--- src/rtl/core/stpg_pkg.sv ---
// shared constants, types, microcode codes and the quarter-wave sine table
`timescale 1ns / 1ps
`default_nettype none
package stpg_pkg;

	localparam int MAX_CHANNELS     = 8;
	localparam int SINE_TABLE_DEPTH = 1024;   // power of two

	localparam int RATE_W     = 18;
	localparam int CHAN_CNT_W = 4;
	localparam int CHAN_W     = 3;
	localparam int SAMPLE_W   = 16;
	localparam int CFG_IDX_W  = 3;
	localparam int CFG_DATA_W = 18;

	localparam int QUARTER_W  = $clog2(SINE_TABLE_DEPTH);
	localparam int INDEX_W    = QUARTER_W + 2;
	localparam int ROM_DEPTH  = SINE_TABLE_DEPTH + 1;
	localparam int ROM_ADDR_W = $clog2(ROM_DEPTH);
	localparam int DIV_CNT_W  = $clog2(INDEX_W);

	localparam int FULL_SCALE = 32767;
	localparam int KSHIFT     = $clog2(FULL_SCALE + 1);
	localparam int SCALE_S8   = 127;
	localparam int SCALE_U8   = 255;
	localparam int PROD_W     = 23;
	localparam int QEST_W     = PROD_W + 1 - KSHIFT;
	localparam int BYTE_W     = 8;

	localparam int PC_W = 4;

	localparam logic [CFG_IDX_W-1:0] CFG_SAMPLE_RATE = CFG_IDX_W'(0);
	localparam logic [CFG_IDX_W-1:0] CFG_TONE_FREQ   = CFG_IDX_W'(1);
	localparam logic [CFG_IDX_W-1:0] CFG_CHANNELS    = CFG_IDX_W'(2);
	localparam logic [CFG_IDX_W-1:0] CFG_WIDTH_MODE  = CFG_IDX_W'(3);
	localparam logic [CFG_IDX_W-1:0] CFG_SIGNED      = CFG_IDX_W'(4);
	localparam logic [CFG_IDX_W-1:0] CFG_BIG_ENDIAN  = CFG_IDX_W'(5);

	typedef enum logic [3:0] {
		OP_TAKE,
		OP_DIV,
		OP_READ,
		OP_SINE,
		OP_SCALE,
		OP_QEST,
		OP_FIX,
		OP_FMT,
		OP_EMIT
	} op_t;

	typedef enum logic [2:0] {
		COND_NEVER,
		COND_ALWAYS,
		COND_NO_TAKE,
		COND_DIV_MORE,
		COND_EMIT_PENDING
	} cond_t;

	typedef struct packed {
		op_t              op;
		cond_t            hold;
		cond_t            branch;
		logic [PC_W-1:0]  target;
	} ucode_t;

	typedef struct packed {
		logic in_taken;
		logic div_more;
		logic emit_pending;
	} stat_t;

	typedef logic [SAMPLE_W-1:0] quarter_table_t [0:SINE_TABLE_DEPTH];

	localparam longint unsigned Q30_HALF_PI = 64'd1686629713;
	localparam longint unsigned Q30_ONE     = 64'd1073741824;

	// series divisors (2n)(2n+1) for n = 1..9
	localparam longint unsigned TAYLOR_DIV [1:9] = '{
		64'd6, 64'd20, 64'd42, 64'd72, 64'd110, 64'd156, 64'd210, 64'd272, 64'd342
	};

	// round(32767*sin(pi/2*k/depth)) by an integer taylor series, elaboration only
	function automatic logic [SAMPLE_W-1:0] quarter_entry(input int unsigned k);
		longint unsigned x;
		longint unsigned x2;
		longint unsigned term;
		longint unsigned sum;
		longint unsigned v;
		x = (Q30_HALF_PI * 64'(k)) / 64'(SINE_TABLE_DEPTH);
		x2 = (x * x) >> 30;
		term = x;
		sum = x;
		for (int n = 1; n <= 9; n++) begin
			term = ((term * x2) >> 30) / TAYLOR_DIV[n];
			if ((n % 2) == 1) begin
				sum = sum - term;
			end else begin
				sum = sum + term;
			end
		end
		v = (sum * 64'(FULL_SCALE) + (Q30_ONE >> 1)) >> 30;
		if (v > 64'(FULL_SCALE)) begin
			v = 64'(FULL_SCALE);
		end
		return SAMPLE_W'(v);
	endfunction

	function automatic quarter_table_t build_quarter_table();
		quarter_table_t t;
		for (int k = 0; k <= SINE_TABLE_DEPTH; k++) begin
			t[k] = quarter_entry(k);
		end
		return t;
	endfunction

	localparam quarter_table_t QUARTER_WAVE = build_quarter_table();

endpackage
`default_nettype wire

--- src/rtl/core/stpg_seq.sv ---
// microcode sequencer: step counter, control store and conditional jumps
`timescale 1ns / 1ps
`default_nettype none
module stpg_seq import stpg_pkg::*; (
	input  logic  clk,
	input  logic  arst_n,
	input  stat_t stat,
	output op_t   op
);

	localparam logic [PC_W-1:0] PC_TAKE  = PC_W'(0);
	localparam logic [PC_W-1:0] PC_DIV   = PC_W'(1);
	localparam logic [PC_W-1:0] PC_READ  = PC_W'(2);
	localparam logic [PC_W-1:0] PC_SINE  = PC_W'(3);
	localparam logic [PC_W-1:0] PC_SCALE = PC_W'(4);
	localparam logic [PC_W-1:0] PC_QEST  = PC_W'(5);
	localparam logic [PC_W-1:0] PC_FIX   = PC_W'(6);
	localparam logic [PC_W-1:0] PC_FMT   = PC_W'(7);
	localparam logic [PC_W-1:0] PC_EMIT  = PC_W'(8);

	logic [PC_W-1:0] pc_q;
	logic [PC_W-1:0] pc_next;
	ucode_t          uw;
	logic            hold_hit;
	logic            branch_hit;

	function automatic ucode_t ucode(input logic [PC_W-1:0] pc);
		ucode_t w;
		case (pc)
			PC_TAKE:  w = '{OP_TAKE,  COND_NO_TAKE,      COND_NEVER,    PC_TAKE};
			PC_DIV:   w = '{OP_DIV,   COND_NEVER,        COND_DIV_MORE, PC_DIV};
			PC_READ:  w = '{OP_READ,  COND_NEVER,        COND_NEVER,    PC_TAKE};
			PC_SINE:  w = '{OP_SINE,  COND_NEVER,        COND_NEVER,    PC_TAKE};
			PC_SCALE: w = '{OP_SCALE, COND_NEVER,        COND_NEVER,    PC_TAKE};
			PC_QEST:  w = '{OP_QEST,  COND_NEVER,        COND_NEVER,    PC_TAKE};
			PC_FIX:   w = '{OP_FIX,   COND_NEVER,        COND_NEVER,    PC_TAKE};
			PC_FMT:   w = '{OP_FMT,   COND_NEVER,        COND_NEVER,    PC_TAKE};
			PC_EMIT:  w = '{OP_EMIT,  COND_EMIT_PENDING, COND_ALWAYS,   PC_TAKE};
			default:  w = '{OP_TAKE,  COND_NEVER,        COND_ALWAYS,   PC_TAKE};
		endcase
		return w;
	endfunction

	function automatic logic cond_hit(input cond_t c, input stat_t s);
		logic hit;
		case (c)
			COND_NEVER:        hit = 1'b0;
			COND_ALWAYS:       hit = 1'b1;
			COND_NO_TAKE:      hit = !s.in_taken;
			COND_DIV_MORE:     hit = s.div_more;
			COND_EMIT_PENDING: hit = s.emit_pending;
			default:           hit = 1'b0;
		endcase
		return hit;
	endfunction

	assign uw = ucode(pc_q);

	always_comb begin
		hold_hit = cond_hit(uw.hold, stat);
		branch_hit = cond_hit(uw.branch, stat);
		if (hold_hit) begin
			pc_next = pc_q;
		end else if (branch_hit) begin
			pc_next = uw.target;
		end else begin
			pc_next = pc_q + PC_W'(1);
		end
	end

	always_ff @(posedge clk or negedge arst_n) begin
		if (!arst_n) begin
			pc_q <= PC_TAKE;
		end else begin
			pc_q <= pc_next;
		end
	end

	assign op = uw.op;

endmodule
`default_nettype wire

--- config.mk ---
export PLATFORM = sky130hd
export DESIGN_NAME = stpg_seq
export DESIGN_NICKNAME = d
export VERILOG_FILES = /design/src/rtl/core/stpg_pkg.sv /design/src/rtl/core/stpg_seq.sv
export SDC_FILE = /design/constraint.sdc
export NUM_CORES = 1
export LEC_CHECK = 0
export BUFFER_PORTS_ARGS = -buffer_cell sky130_fd_sc_hd__buf_2
export CELL_PAD_IN_SITES_DETAIL_PLACEMENT = 1
export CELL_PAD_IN_SITES_GLOBAL_PLACEMENT = 2
export CORE_MARGIN = 2
export CORE_UTILIZATION = 23
export CTS_CLUSTER_DIAMETER = 120
export CTS_CLUSTER_SIZE = 14
export DETAILED_ROUTE_END_ITERATION = 6
export PLACE_DENSITY_LB_ADDON = 0.1
export SETUP_SLACK_MARGIN = 0.4
export SLEW_MARGIN = 20
export SYNTH_ARGS = -nofsm -noshare
export SYNTH_HDL_FRONTEND = slang
export SYNTH_SLANG_ARGS = --single-unit
--- constraint.sdc ---
create_clock -name clk -period 1.31 [get_ports clk]
set_input_delay 0.131 -clock clk [delete_from_list [all_inputs] [get_ports clk]]
set_output_delay 0.131 -clock clk [all_outputs]
set_load 0.05 [all_outputs]
==> impl_metrics.toml <==
[run_status]
status = "completed"

[logic_synthesis]
synth-warning-count = 0
ys_top_cells_by_count = "dfrtp_1 (4), ha_1 (3), inv_1 (3)"
synth_edf_count = 0
synth_seq_cells = 4
synth_nets = 40
synthFlopType = "dfrtp_1"
yosysMostFrequentCell = "dfrtp_1"
async_flop_share_pct = 100.0
synth.distinct_cells = 21
seq_area_frac_synth_pct = 33.20
syn_inst = 32
yosys.area.top_type = "dfrtp_1"
avgSynthCellArea_um2 = 9.423
synth_area_leaders = "dfrtp_1 (33%), ha_1 (12%), and2b_1 (5.0%)"
yosys.area.top_type_share_pct = 33.20
syn-cell-area_um2 = 301.5

[timing]
max_clock_freq_mhz = 770.7
fin_crit_ns = 1.298
maxSlewHeadroom_pct = 90.92
worst_slew_pin_slew_ns = 0.1324
finClkSkew_ns = 0.006290
rsz0062_at_grt = "true"
maxSlewViolCount = 0
setup_viol = 0
period_share_pct = 99.05
hold_violations = 0

[final_layout]
layout-area-overhead-vs-synth_pct = 89.21
top_regs = "pc_q: 4 flops"
stdcell_area_um2 = 570.5
fin_nets = 64
fin_cells = 69
num_antenna_cells = 0
drive_gt1_share_pct = 68.52
regMostFlops = "pc_q"
largest_register_ffs = 4

[placed_design]
place_area_um2 = 402.9
dpl.hpwl_um = 685.8
place_congestion = 0.7576
placed_cells = 59
io_buffer_count = 8

[floorplan]
core_um2 = 1269
pin_count = 9
row_count = 13
start_util_pct = 23.77
die_area_um2 = 1617
dieHeight_um = 40.21
fp.dieW_um = 40.21

[critical_path]
endpoint_kind = "primary output"
cp-start-kind = "flop"
arrival_ns = 1.17
worstSetupPathType = "reg -> out"
worstPathMaxFanout = 2
r2r_setup_slack_ns = 0.05
cp.required_ns = 1.18

[flow_run]
cap_violations = 0

[clock_network]
clk_pin_slew_ns = 0.04
cts_buffers = 3
clock-sinks = 4
clock_path_buffers = 2
cts_max_level = 1
root_buffer = "clkbuf_4"
clk-insertion-delay-late_ns = 0.25
cts_tree = "built"

[power]
peakVddDrop_mv = 1.222
p_per_area_nw_per_um2 = 2855
leakage_nw = 0.2533

[detailed_routing]
vias_per_cell = 4.826
wl_per_cell_um = 14.72
vias = 333
drc_errors = 0
first_pass_iters = 3
ant_nets = 0
dr.first_iter.drc_count = 2
drt-total-wl_mm = 1.016

[grt]
grt_start_max_net_pins = 9
grt_pass1_wl_mm = 1.414
grt_antenna_before_repair = 0
grt_usage_pct = 15.33
grt_overflow = 0
grt_pass1_vias = 300

[hold_path]
min_path_type = "in -> async"
[cell usage in the layout, fill, tap and decap left out, drive strengths merged, types with 2 or more instances in the layout]
master and count:
nand3 2, nand2b 2, buf 19, dfrtp 4, ha 3, inv 3
clkbuf 3, nand2 2, nor2 2, and2b 2
[routing by layer]
metal	global-route usage [%]	share of wire, %
met3	5.000	3.4
met4	17.50	5.1
met2	22.18	52
met5	0	0
met1	16.23	39
[final cells by class]
cell class | instances | area, um^2
Fill cell | 141 | 698.2
Tap cell | 15 | 18.77
Clock buffer | 3 | 22.52
Timing Repair Buffer | 20 | 176.4
Multi-Input combinational cell | 24 | 239.0
Sequential cell | 4 | 102.6
Inverter | 3 | 11.26
[cells by family (layout without fill, tap and decap cells)]
| logic type | count (synthesis) | count (layout) | share of synthesized area (%) |
|---|---|---|---|
| AO/OA/AOI/OAI | 7 | 7 | 18.26 |
| flip-flops | 4 | 4 | 33.20 |
| AND/OR/NAND/NOR | 13 | 13 | 25.32 |
| buffers and inverters | 4 | 26 | 7.468 |
| multiplexers | 1 | 1 | 3.320 |
| adder cells (fa/ha/maj) | 3 | 3 | 12.45 |
[worst paths after layout]
check	start	end	cells past startpoint
min	arst_n	pc_q[0]	2
max reg2reg	pc_q[0]	pc_q[1]	6
min in group clk	stat[1]	pc_q[2]	4
max in group asynchronous	arst_n	pc_q[2]	2
max	pc_q[0]	op[3]	5
min reg2reg	pc_q[1]	pc_q[3]	3
[metrics by stage]
step / setup TNS [ns] / power, mW / setup slack (ns) / hold slack, ns / util, %
2_1_floorplan: 0 / 0.8067 / 0.06423 / -0.1646 / -
3_3_place_gp: 0 / 1.034 / 0.08121 / -0.05942 / 31.76
3_5_place_dp: 0 / 1.053 / 0.03487 / -0.05705 / 31.76
4_1_cts: 0 / 1.523 / 0.01656 / 0.2168 / 41.72
5_1_grt: -0.06796 / 1.744 / -0.04004 / 0.2293 / 44.97
6_report: 0 / 1.629 / 0.01244 / 0.2168 / 44.97
[power breakdown]
part           switching [mW]  total (mW)  leakage, nW  internal [mW]
Combinational           0.591        1.22        0.192          0.628
Clock                  0.0596       0.163       0.0138          0.103
Sequential             0.0623       0.247       0.0474          0.185
[worst max-delay path, stage by stage (launching register included)]
cell and delay, ns:
dfrtp_1 0.40, inv_2 0.08, ha_4 0.14, nand2b_4 0.07, nor2_4 0.08, buf_6 0.16
[repair_timing]
action	CTS	global route
gates resized for setup	18	7
setup buffers	4	2
setup endpoints to repair	8	8
pin swaps	1	0
hold endpoints to repair	4	0
hold buffers	1	0
(Power assumes the default switching activity.)
